--- src/rtl/core/tcpcq_pkg.sv ---
// Types and constants shared by the three-class priority call queue.
package tcpcq_pkg;

    localparam int unsigned CALLER_W   = 32;
    localparam int unsigned RECEIVER_W = 32;
    localparam int unsigned PACKETS_W  = 16;

    localparam int unsigned S_TDATA_W = 88;
    localparam int unsigned S_TUSER_W = 3;
    localparam int unsigned M_TDATA_W = 88;
    localparam int unsigned M_TUSER_W = 2;

    typedef enum logic [2:0] {
        FUNC_ADD_DATA  = 3'd0,
        FUNC_ADD_VOICE = 3'd1,
        FUNC_ADD_EMRG  = 3'd2,
        FUNC_SERVE     = 3'd3,
        FUNC_DISMISS   = 3'd4
    } func_t;

    typedef enum logic [1:0] {
        CLASS_NONE  = 2'd0,
        CLASS_EMRG  = 2'd1,
        CLASS_VOICE = 2'd2,
        CLASS_DATA  = 2'd3
    } class_t;

    localparam logic [1:0] Q_EMRG  = 2'd0;
    localparam logic [1:0] Q_VOICE = 2'd1;
    localparam logic [1:0] Q_DATA  = 2'd2;

    typedef struct packed {
        logic [CALLER_W-1:0]   caller;
        logic [RECEIVER_W-1:0] receiver;
    } emrg_entry_t;

    typedef struct packed {
        logic [CALLER_W-1:0]   caller;
        logic [RECEIVER_W-1:0] receiver;
        logic                  roaming;
        logic                  show;
    } voice_entry_t;

    typedef struct packed {
        logic [CALLER_W-1:0]   caller;
        logic [RECEIVER_W-1:0] receiver;
        logic [PACKETS_W-1:0]  packets;
    } data_entry_t;

endpackage

--- src/rtl/core/three_class_priority_call_queue.sv ---
// Three-class strict-priority call queue: top level.
//
// Holds emergency, voice and data calls in three circular queues of QUEUE_DEPTH
// entries, one single-port memory per class. Each request (add, serve or
// dismiss, selected on s_tuser) gives exactly one result. One request is taken
// every cycle while results drain; a result is valid once its request has passed
// through the input register and its queue memory read has landed in the result
// register. A result held by m_tready stalls the input once the input register
// is also full, so two requests are in flight at most. A serve pops the
// emergency queue first, then voice, then
// data; m_tuser gives the class served, none when all are empty. An add to a
// full queue is refused and flagged in the dropped bit. Dismiss empties the
// data queue, or the voice queue when data is empty. No clearing pass after
// reset: the block takes requests from the first cycle.
module three_class_priority_call_queue
    import tcpcq_pkg::*;
#(
    parameter int unsigned QUEUE_DEPTH = 16
) (
    input  logic                 aclk,
    input  logic                 aresetn,
    input  logic                 s_tvalid,
    output logic                 s_tready,
    // [31:0] caller_id, [63:32] receiver_id, [79:64] packet_number,
    // [80] show_caller, [81] roaming, [87:82] zero
    input  logic [S_TDATA_W-1:0] s_tdata,
    // [2:0] func
    input  logic [S_TUSER_W-1:0] s_tuser,
    output logic                 m_tvalid,
    input  logic                 m_tready,
    // [31:0] served_caller, [32] caller_hidden, [64:33] served_receiver,
    // [80:65] served_packets, [81] served_roaming, [82] dropped, [87:83] zero
    output logic [M_TDATA_W-1:0] m_tdata,
    // [1:0] served_class
    output logic [M_TUSER_W-1:0] m_tuser
);

    localparam int unsigned PTR_W = (QUEUE_DEPTH > 1) ? $clog2(QUEUE_DEPTH) : 1;
    localparam int unsigned CNT_W = $clog2(QUEUE_DEPTH + 1);
    localparam int unsigned SUM_W = CNT_W + 1;
    localparam logic [CNT_W-1:0] DEPTH_CNT = CNT_W'(QUEUE_DEPTH);
    localparam logic [PTR_W-1:0] LAST_PTR  = PTR_W'(QUEUE_DEPTH - 1);
    localparam logic [SUM_W-1:0] DEPTH_SUM = SUM_W'(QUEUE_DEPTH);

    // Input register
    logic                  in_valid_reg;
    logic [2:0]            func_reg;
    logic [CALLER_W-1:0]   caller_reg;
    logic [RECEIVER_W-1:0] receiver_reg;
    logic [PACKETS_W-1:0]  packets_reg;
    logic                  show_reg;
    logic                  roaming_reg;

    // Queue control
    logic [PTR_W-1:0] heads_reg [3];
    logic [PTR_W-1:0] heads_next [3];
    logic [CNT_W-1:0] counts_reg [3];
    logic [CNT_W-1:0] counts_next [3];
    logic [PTR_W-1:0] tail [3];
    logic [SUM_W-1:0] tail_sum [3];

    // Result register
    logic         out_valid_reg;
    class_t       class_reg;
    class_t       class_next;
    logic         dropped_reg;
    logic         dropped_next;
    emrg_entry_t  e_rd_reg;
    voice_entry_t v_rd_reg;
    data_entry_t  d_rd_reg;

    // Memories
    emrg_entry_t  emrg_mem  [QUEUE_DEPTH];
    voice_entry_t voice_mem [QUEUE_DEPTH];
    data_entry_t  data_mem  [QUEUE_DEPTH];

    logic e_wr, v_wr, d_wr;
    logic e_rd, v_rd, d_rd;

    logic advance;
    logic exec;
    logic s_accept;

    logic [CALLER_W-1:0]   served_caller;
    logic                  caller_hidden;
    logic [RECEIVER_W-1:0] served_receiver;
    logic [PACKETS_W-1:0]  served_packets;
    logic                  served_roaming;

    function automatic logic [PTR_W-1:0] next_ptr(input logic [PTR_W-1:0] p);
        logic [PTR_W-1:0] r;
        if (p == LAST_PTR) begin
            r = '0;
        end else begin
            r = p + PTR_W'(1);
        end
        return r;
    endfunction

    assign advance  = !out_valid_reg || m_tready;
    assign exec     = in_valid_reg && advance;
    assign s_tready = !in_valid_reg || advance;
    assign s_accept = s_tvalid && s_tready;

    always_ff @(posedge aclk) begin
        if (!aresetn) begin
            in_valid_reg <= 1'b0;
        end else if (s_accept) begin
            in_valid_reg <= 1'b1;
        end else if (exec) begin
            in_valid_reg <= 1'b0;
        end
    end

    always_ff @(posedge aclk) begin
        if (s_accept) begin
            func_reg     <= s_tuser[2:0];
            caller_reg   <= s_tdata[31:0];
            receiver_reg <= s_tdata[63:32];
            packets_reg  <= s_tdata[79:64];
            show_reg     <= s_tdata[80];
            roaming_reg  <= s_tdata[81];
        end
    end

    always_comb begin
        for (int q = 0; q < 3; q++) begin
            tail_sum[q] = SUM_W'(heads_reg[q]) + SUM_W'(counts_reg[q]);
            if (tail_sum[q] >= DEPTH_SUM) begin
                tail_sum[q] = tail_sum[q] - DEPTH_SUM;
            end
            tail[q] = tail_sum[q][PTR_W-1:0];
        end
    end

    always_comb begin
        heads_next   = heads_reg;
        counts_next  = counts_reg;
        class_next   = CLASS_NONE;
        dropped_next = 1'b0;
        e_wr = 1'b0;
        v_wr = 1'b0;
        d_wr = 1'b0;
        e_rd = 1'b0;
        v_rd = 1'b0;
        d_rd = 1'b0;
        if (exec) begin
            case (func_reg)
                FUNC_ADD_DATA: begin
                    if (counts_reg[Q_DATA] == DEPTH_CNT) begin
                        dropped_next = 1'b1;
                    end else begin
                        d_wr = 1'b1;
                        counts_next[Q_DATA] = counts_reg[Q_DATA] + CNT_W'(1);
                    end
                end
                FUNC_ADD_VOICE: begin
                    if (counts_reg[Q_VOICE] == DEPTH_CNT) begin
                        dropped_next = 1'b1;
                    end else begin
                        v_wr = 1'b1;
                        counts_next[Q_VOICE] = counts_reg[Q_VOICE] + CNT_W'(1);
                    end
                end
                FUNC_ADD_EMRG: begin
                    if (counts_reg[Q_EMRG] == DEPTH_CNT) begin
                        dropped_next = 1'b1;
                    end else begin
                        e_wr = 1'b1;
                        counts_next[Q_EMRG] = counts_reg[Q_EMRG] + CNT_W'(1);
                    end
                end
                FUNC_SERVE: begin
                    if (counts_reg[Q_EMRG] != '0) begin
                        e_rd = 1'b1;
                        class_next = CLASS_EMRG;
                        heads_next[Q_EMRG]  = next_ptr(heads_reg[Q_EMRG]);
                        counts_next[Q_EMRG] = counts_reg[Q_EMRG] - CNT_W'(1);
                    end else if (counts_reg[Q_VOICE] != '0) begin
                        v_rd = 1'b1;
                        class_next = CLASS_VOICE;
                        heads_next[Q_VOICE]  = next_ptr(heads_reg[Q_VOICE]);
                        counts_next[Q_VOICE] = counts_reg[Q_VOICE] - CNT_W'(1);
                    end else if (counts_reg[Q_DATA] != '0) begin
                        d_rd = 1'b1;
                        class_next = CLASS_DATA;
                        heads_next[Q_DATA]  = next_ptr(heads_reg[Q_DATA]);
                        counts_next[Q_DATA] = counts_reg[Q_DATA] - CNT_W'(1);
                    end
                end
                FUNC_DISMISS: begin
                    if (counts_reg[Q_DATA] != '0) begin
                        heads_next[Q_DATA]  = '0;
                        counts_next[Q_DATA] = '0;
                    end else if (counts_reg[Q_VOICE] != '0) begin
                        heads_next[Q_VOICE]  = '0;
                        counts_next[Q_VOICE] = '0;
                    end
                end
                default: begin
                end
            endcase
        end
    end

    always_ff @(posedge aclk) begin
        if (!aresetn) begin
            for (int q = 0; q < 3; q++) begin
                heads_reg[q]  <= '0;
                counts_reg[q] <= '0;
            end
            out_valid_reg <= 1'b0;
            class_reg     <= CLASS_NONE;
            dropped_reg   <= 1'b0;
        end else begin
            heads_reg  <= heads_next;
            counts_reg <= counts_next;
            if (advance) begin
                out_valid_reg <= in_valid_reg;
                class_reg     <= class_next;
                dropped_reg   <= dropped_next;
            end
        end
    end

    always_ff @(posedge aclk) begin
        if (e_wr) begin
            emrg_mem[tail[Q_EMRG]] <= '{caller: caller_reg, receiver: receiver_reg};
        end
        if (e_rd) begin
            e_rd_reg <= emrg_mem[heads_reg[Q_EMRG]];
        end
    end

    always_ff @(posedge aclk) begin
        if (v_wr) begin
            voice_mem[tail[Q_VOICE]] <= '{caller: caller_reg, receiver: receiver_reg,
                                          roaming: roaming_reg, show: show_reg};
        end
        if (v_rd) begin
            v_rd_reg <= voice_mem[heads_reg[Q_VOICE]];
        end
    end

    always_ff @(posedge aclk) begin
        if (d_wr) begin
            data_mem[tail[Q_DATA]] <= '{caller: caller_reg, receiver: receiver_reg,
                                        packets: packets_reg};
        end
        if (d_rd) begin
            d_rd_reg <= data_mem[heads_reg[Q_DATA]];
        end
    end

    always_comb begin
        served_caller   = '0;
        caller_hidden   = 1'b0;
        served_receiver = '0;
        served_packets  = '0;
        served_roaming  = 1'b0;
        case (class_reg)
            CLASS_EMRG: begin
                served_caller   = e_rd_reg.caller;
                served_receiver = e_rd_reg.receiver;
            end
            CLASS_VOICE: begin
                served_caller   = v_rd_reg.show ? v_rd_reg.caller : '0;
                caller_hidden   = !v_rd_reg.show;
                served_receiver = v_rd_reg.receiver;
                served_roaming  = v_rd_reg.roaming;
            end
            CLASS_DATA: begin
                served_caller   = d_rd_reg.caller;
                served_receiver = d_rd_reg.receiver;
                served_packets  = d_rd_reg.packets;
            end
            default: begin
            end
        endcase
    end

    assign m_tvalid = out_valid_reg;
    assign m_tuser  = class_reg;
    assign m_tdata  = {5'b0, dropped_reg, served_roaming, served_packets,
                       served_receiver, caller_hidden, served_caller};

`ifndef SYNTHESIS
    a_counts_in_range: assert property (@(posedge aclk) disable iff (!aresetn)
        (counts_reg[Q_EMRG] <= DEPTH_CNT) && (counts_reg[Q_VOICE] <= DEPTH_CNT)
        && (counts_reg[Q_DATA] <= DEPTH_CNT))
        else $error("queue count beyond depth");

    a_heads_in_range: assert property (@(posedge aclk) disable iff (!aresetn)
        (heads_reg[Q_EMRG] <= LAST_PTR) && (heads_reg[Q_VOICE] <= LAST_PTR)
        && (heads_reg[Q_DATA] <= LAST_PTR))
        else $error("queue head beyond depth");

    a_dropped_no_class: assert property (@(posedge aclk) disable iff (!aresetn)
        (out_valid_reg && dropped_reg) |-> (class_reg == CLASS_NONE))
        else $error("refused add reports a served class");

    a_emrg_first: assert property (@(posedge aclk) disable iff (!aresetn)
        (exec && (func_reg == FUNC_SERVE) && (counts_reg[Q_EMRG] != '0))
        |=> (class_reg == CLASS_EMRG))
        else $error("serve skipped a waiting emergency call");

    a_dismiss_data: assert property (@(posedge aclk) disable iff (!aresetn)
        (exec && (func_reg == FUNC_DISMISS) && (counts_reg[Q_DATA] != '0))
        |=> (counts_reg[Q_DATA] == '0) && $stable(counts_reg[Q_VOICE]))
        else $error("dismiss did not empty the data queue alone");
`endif

endmodule
--- config.mk ---
export PLATFORM = sky130hd
export DESIGN_NAME = three_class_priority_call_queue
export DESIGN_NICKNAME = d
export VERILOG_FILES = /design/src/rtl/core/tcpcq_pkg.sv /design/src/rtl/core/three_class_priority_call_queue.sv
export SDC_FILE = /design/constraint.sdc
export NUM_CORES = 2
export LEC_CHECK = 0
export ABC_AREA = 1
export BUFFER_PORTS_ARGS = -buffer_cell sky130_fd_sc_hd__buf_2
export CAP_MARGIN = 40
export CELL_PAD_IN_SITES_DETAIL_PLACEMENT = 2
export CELL_PAD_IN_SITES_GLOBAL_PLACEMENT = 2
export CORE_MARGIN = 5
export CORE_UTILIZATION = 47
export DETAILED_ROUTE_END_ITERATION = 10
export GPL_ROUTABILITY_DRIVEN = 1
export PLACE_DENSITY_LB_ADDON = 0.3
export SYNTH_ARGS = -nofsm -noshare
export SYNTH_HDL_FRONTEND = slang
export SYNTH_SLANG_ARGS = --single-unit
--- constraint.sdc ---
create_clock -name aclk -period 9.55 [get_ports aclk]
set_clock_uncertainty 0.1 [all_clocks]
set_input_delay 0.955 -clock aclk [delete_from_list [all_inputs] [get_ports aclk]]
set_output_delay 0.955 -clock aclk [all_outputs]
set_load 0.01 [all_outputs]
==> results.md, run 1 <==
| Metric | This run |
|---|---|
| Number of distinct library cells after synthesis | 41 |
| Top area cells in the synthesized netlist | sky130_fd_sc_hd__edfxtp_1, sky130_fd_sc_hd__nor2_1, sky130_fd_sc_hd__mux2i_1, sky130_fd_sc_hd__o221ai_1, sky130_fd_sc_hd__o21ai_0 |
| Number of top-level pins | 187 |
| Die Span X | 561.2 um |
| Fraction of post-synthesis cell area in the top cell type by area | 76.87% |
| Terminating stage of the flow | detailed placement (3_5_place_dp) |
| Synthesized area per cell | 15.17 sq um |
| Status | stopped before the end |
| Initial Util | 47.16% |
| Leading area contributor after synthesis | sky130_fd_sc_hd__edfxtp_1 |
| Cell Rows | 202 |
| Post-Syn Instances | 9,414 |
| GP Congestion | 0.7895 |
| Post-Synthesis Cell Area | 0.1428 sq mm |
| Err | [ERROR DPL-0033] detailed placement checks failed during check placement. |
| Input/output buffers | 175 |
| Die Ht | 561.2 um |
| Post-synthesis register bit count | 3,687 |
| Placed wire-length estimate | 322,600 um |
| Sequential element share of the synthesized area | 77.32% |
| Ys Warns | 0 |
## Yosys cell counts, drive strengths merged
cell type and number:
a211oi 2, a21oi 35, a32oi 14, buf 240, clkbuf 423, clkinv 2, conb 1, dfxtp 32
edfxtp 3655, fa 3, ha 16, inv 78, mux2i 559, nand2 533, nand3 400, nand3b 3
nand4 6, nor2 1509, nor3 6, nor4 1, o211ai 153, o21a 1, o21ai 934, o221ai 559
o32ai 229, or2 1, xnor2 7, xor2 12
## per-stage QoR
step / setup WS, ns / hold slack (ns) / instances / area, sq um
after global placement: 4.413 / 0.3617 / 13150 / 147900
after floorplan: 1.770 / 0.3437 / 9418 / 142800
## kinds of logic after synthesis
logic type	share of synthesized area, %
AND/OR/NAND/NOR	6.867
AO/OA/AOI/OAI	9.139
flip-flops	77.32
XOR/XNOR	0.1165
buffers and inverters	2.455
other	0.002626
adder cells (fa/ha/maj)	0.1823
multiplexers	3.919
==> run 2, diff against run 1 <==
--- a/config.mk
+++ b/config.mk
@@ -8,13 +8,11 @@
 export ABC_AREA = 1
 export BUFFER_PORTS_ARGS = -buffer_cell sky130_fd_sc_hd__buf_2
 export CAP_MARGIN = 40
-export CELL_PAD_IN_SITES_DETAIL_PLACEMENT = 2
-export CELL_PAD_IN_SITES_GLOBAL_PLACEMENT = 2
 export CORE_MARGIN = 5
-export CORE_UTILIZATION = 47
+export CORE_UTILIZATION = 33
 export DETAILED_ROUTE_END_ITERATION = 10
 export GPL_ROUTABILITY_DRIVEN = 1
-export PLACE_DENSITY_LB_ADDON = 0.3
+export PLACE_DENSITY_LB_ADDON = 0.15
 export SYNTH_ARGS = -nofsm -noshare
 export SYNTH_HDL_FRONTEND = slang
 export SYNTH_SLANG_ARGS = --single-unit
==> results.md, run 2 <==
| Metric | This run | vs previous |
|---|---|---|
| Leakage power | 50.69 nW |  |
| Max FFs per register | 1,280 |  |
| Grt ovf | 0 |  |
| Via count of the first global-routing pass | 83,120 |  |
| Routed via count | 83,950 |  |
| Areal power density over the cells | 203.5 mW/mm^2 |  |
| Critical path launch point type | register |  |
| Num CTS Buffers | 406 |  |
| Area growth from synthesis to layout | 15.11% |  |
| Fraction of post-synthesis cell area in the top cell type by area | 76.87% | unchanged |
| Top area cells in the synthesized netlist | sky130_fd_sc_hd__edfxtp_1, sky130_fd_sc_hd__nor2_1, sky130_fd_sc_hd__mux2i_1, sky130_fd_sc_hd__o221ai_1, sky130_fd_sc_hd__o21ai_0 |  |
| Part of the cycle the worst path needs | 50.61% |  |
| Count of nets left with antenna violations after detail routing | 0 |  |
| Area inside the core boundary | 0.4309 sq mm |  |
| Global-route usage over all layers | 19.21% |  |
| Fmax | 0.2069 GHz |  |
| Final nets | 9,782 |  |
| Clk root buf | sky130_fd_sc_hd__clkbuf_16 |  |
| Asr flop ratio synth | 0% | unchanged |
| Met2 GRT Util | 32.48% |  |
| Required arrival time at the worst endpoint | 10.25 ns |  |
| Clk sink count | 3,687 |  |
| Crit path kind | register to register |  |
| Ys Warns | 0 | unchanged |
| Final wirelength | 441,500 um |  |
| Most common library cells after synthesis | sky130_fd_sc_hd__edfxtp_1, sky130_fd_sc_hd__nor2_1, sky130_fd_sc_hd__o21ai_0 |  |
| Met3 Use GR | 2.320% |  |
| Number of top-level pins | 187 | unchanged |
| Synthesized area per cell | 15.17 sq um | unchanged |
| Antenna violations before repair | 26 |  |
| Failing checks | slew limit |  |
| Die Span X | 667.8 um | +19% |
| First-pass GRT wire length | 623,100 um |  |
| Commonest cells after routing, fill and taps aside | sky130_fd_sc_hd__edfxtp_1, sky130_fd_sc_hd__nor2_1, sky130_fd_sc_hd__o21ai_0 |  |
| Top FF cell, synth | sky130_fd_sc_hd__edfxtp_1 |  |
| Final-report hold violation count | 0 |  |
| Number of filler instances in the final layout | 39,710 |  |
| Number of enable-type register cells in the synthesized netlist | 3,655 | unchanged |
| Accumulated negative setup slack | 0 ns |  |
| Sequential element share of the synthesized area | 77.32% | unchanged |
| Number of post-CTS setup repair buffers | 0 |  |
| Worst slew margin relative to its limit | -1.790% |  |
| Met1 GRT Util | 26.42% |  |
| Internal power consumption | 26.62 mW |  |
| Slew at the pin closest to its max-slew limit | 1.527 ns |  |
| Input/output buffers | 175 | unchanged |
| Initial Util | 33.14% | -14 points |
| Placed wire-length estimate | 232,800 um | -28% |
| Worst hold-check path type | input pin to register |  |
| Global-route layer with the greatest usage | met2 |  |
| Leading cell type in the layout, fill and taps excluded | sky130_fd_sc_hd__edfxtp_1 |  |
| Peak ir drop on the vdd network | 162.7 uV |  |
| Leading area contributor after synthesis | sky130_fd_sc_hd__edfxtp_1 |  |
| Design Power | 33.46 mW |  |
| Post-synthesis register bit count | 3,687 | unchanged |
| Clock tree from TritonCTS | done |  |
| Setup-violating endpoint count in the final report | 0 |  |
| Clock share of power | 45.2% |  |
| Utilization of the core after routing | 38.14% |  |
| Multi-input combinational cell area | 0.02929 sq mm |  |
| Final routed DRC violation total | 0 |  |
| Initial drt markers | 7,757 |  |
| Post-Synthesis Cell Area | 0.1428 sq mm | unchanged |
| Cell Rows | 241 | +19% |
| Sequential cell area in the final layout | 0.1104 sq mm |  |
| Die Ht | 667.8 um | +19% |
| Router iterations before antenna repair | 6 |  |
| Leading cell type by number of instances after synthesis | sky130_fd_sc_hd__edfxtp_1 |  |
| Fraction of power consumed by combinational cells | 1.4% |  |
| Number of distinct library cells after synthesis | 41 | unchanged |
| Critical path fanouts, max | 82 |  |
| Share of power burned in registers | 53.4% |  |
| Status | complete, but fails checks |  |
| Maximum clock path buffer count | 4 |  |
| Via density | 5.344 |  |
| Switching part of the total power | 20.43% |  |
| Critical path data arrival time | 5.53 ns |  |
| Number of max-capacitance violations reported | 0 |  |
| Avg WL per Cell | 28.10 um |  |
| Nature of the critical path endpoint | register |  |
| Switching power of the nets | 6.835 mW |  |
| Unrepaired setup endpoints after global routing | false |  |
| Insertion delay of the later-clocked pin in the worst-skew pair | 0.96 ns |  |
| Floorplan die area | 0.4459 sq mm |  |
| Final worst path period need | 4.833 ns |  |
| Pins over their slew limit | 52 |  |
| Share of cells above drive strength 1 | 11.21% |  |
| GP Congestion | 0.7589 | -3.9% |
| Clock Pin Slew Worst Setup and Hold Paths | 0.06 ns |  |
| Maximum number of pins on one net before global-route repair | 205 |  |
| Post-Syn Instances | 9,414 | unchanged |
| Number of levels in the clock H-tree | 5 |  |
run 2: kinds of logic after synthesis:
logic type      Yosys count  share of synthesized area, %
flops                  3687                         77.32
simple gates           2459                         6.867
compound gates         1927                         9.139
buf+inv                 743                         2.455
mux                     559                         3.919
fa+ha+maj                19                        0.1823
xor+xnor                 19                        0.1165
other cells               1                      0.002626
run 2: worst paths after layout:
kind,to,cells past startpoint,slack [ns],startpoint
worst min-delay path,receiver_reg[23]$_DFFE_PP_,1,0.09,s_tdata[55]
worst max-delay path,v_rd_reg[57]$_DFFE_PP_,8,4.72,heads_reg[5]$_SDFFE_PN0P_
worst max register to register,v_rd_reg[57]$_DFFE_PP_,8,4.72,heads_reg[5]$_SDFFE_PN0P_
worst min register to register,counts_reg[4]$_SDFFE_PN0P_,2,0.38,counts_reg[4]$_SDFFE_PN0P_
run 2: final cells by class:
class	count	area share, %
antenna	7	0.01066
clock buffer	480	6.401
multi-input combinational	4988	17.82
tap	5710	4.347
inverter	80	0.2147
clock inverter	252	1.384
timing repair buffer	505	2.631
sequential	3687	67.19
run 2: worst max-delay path: stages (launching register included):
cell and delay, ns:
sky130_fd_sc_hd__dfxtp_4 0.66, sky130_fd_sc_hd__buf_4 0.74, sky130_fd_sc_hd__buf_4 0.72, sky130_fd_sc_hd__buf_4 0.66, sky130_fd_sc_hd__buf_4 0.82, sky130_fd_sc_hd__o21ai_0 0.24
sky130_fd_sc_hd__o221ai_1 0.24, sky130_fd_sc_hd__nand3_1 0.13, sky130_fd_sc_hd__nand2_1 0.17
run 2: through the flow:
step | cells | hold slack (ns) | cell area [sq um] | setup slack [ns]
floorplan | 9418 | 0.3437 | 142800 | 1.770
global placement | 14890 | 0.3567 | 150200 | 4.264
detailed placement | 14920 | 0.3690 | 151100 | 4.522
CTS | 15700 | 0.0001958 | 164300 | 4.580
global route | 15700 | 0.03095 | 164300 | 4.391
finish | 15710 | 0.09040 | 164400 | 4.717
run 2: power groups by stage:
stage | sequential [mW] | clock (mW) | combinational, mW
finish | 17.9 | 15.1 | 0.470
CTS | 17.9 | 15.5 | 0.480
floorplan | 18.3 | 0 | 0.116
global placement | 18.2 | 0 | 0.446
detailed placement | 18.2 | 0 | 0.464
global route | 17.9 | 16.2 | 0.513
run 2: per-layer routing:
metal  vias up  wire, um  share of wire, %
li1      36920         -                 -
met1     43930    193500                44
met2      2533    215100                49
met3       569     21690               4.9
met4         2     11110               2.5
met5         -        13            0.0029
run 2: what timing repair did:
| item | in CTS | in global routing |
|---|---|---|
| endpoints found under the hold margin | 47 | 0 |
| resized for setup | 0 | 0 |
| hold buffers | 47 | 0 |
Note: power is estimated with default switching activity, not from simulation.
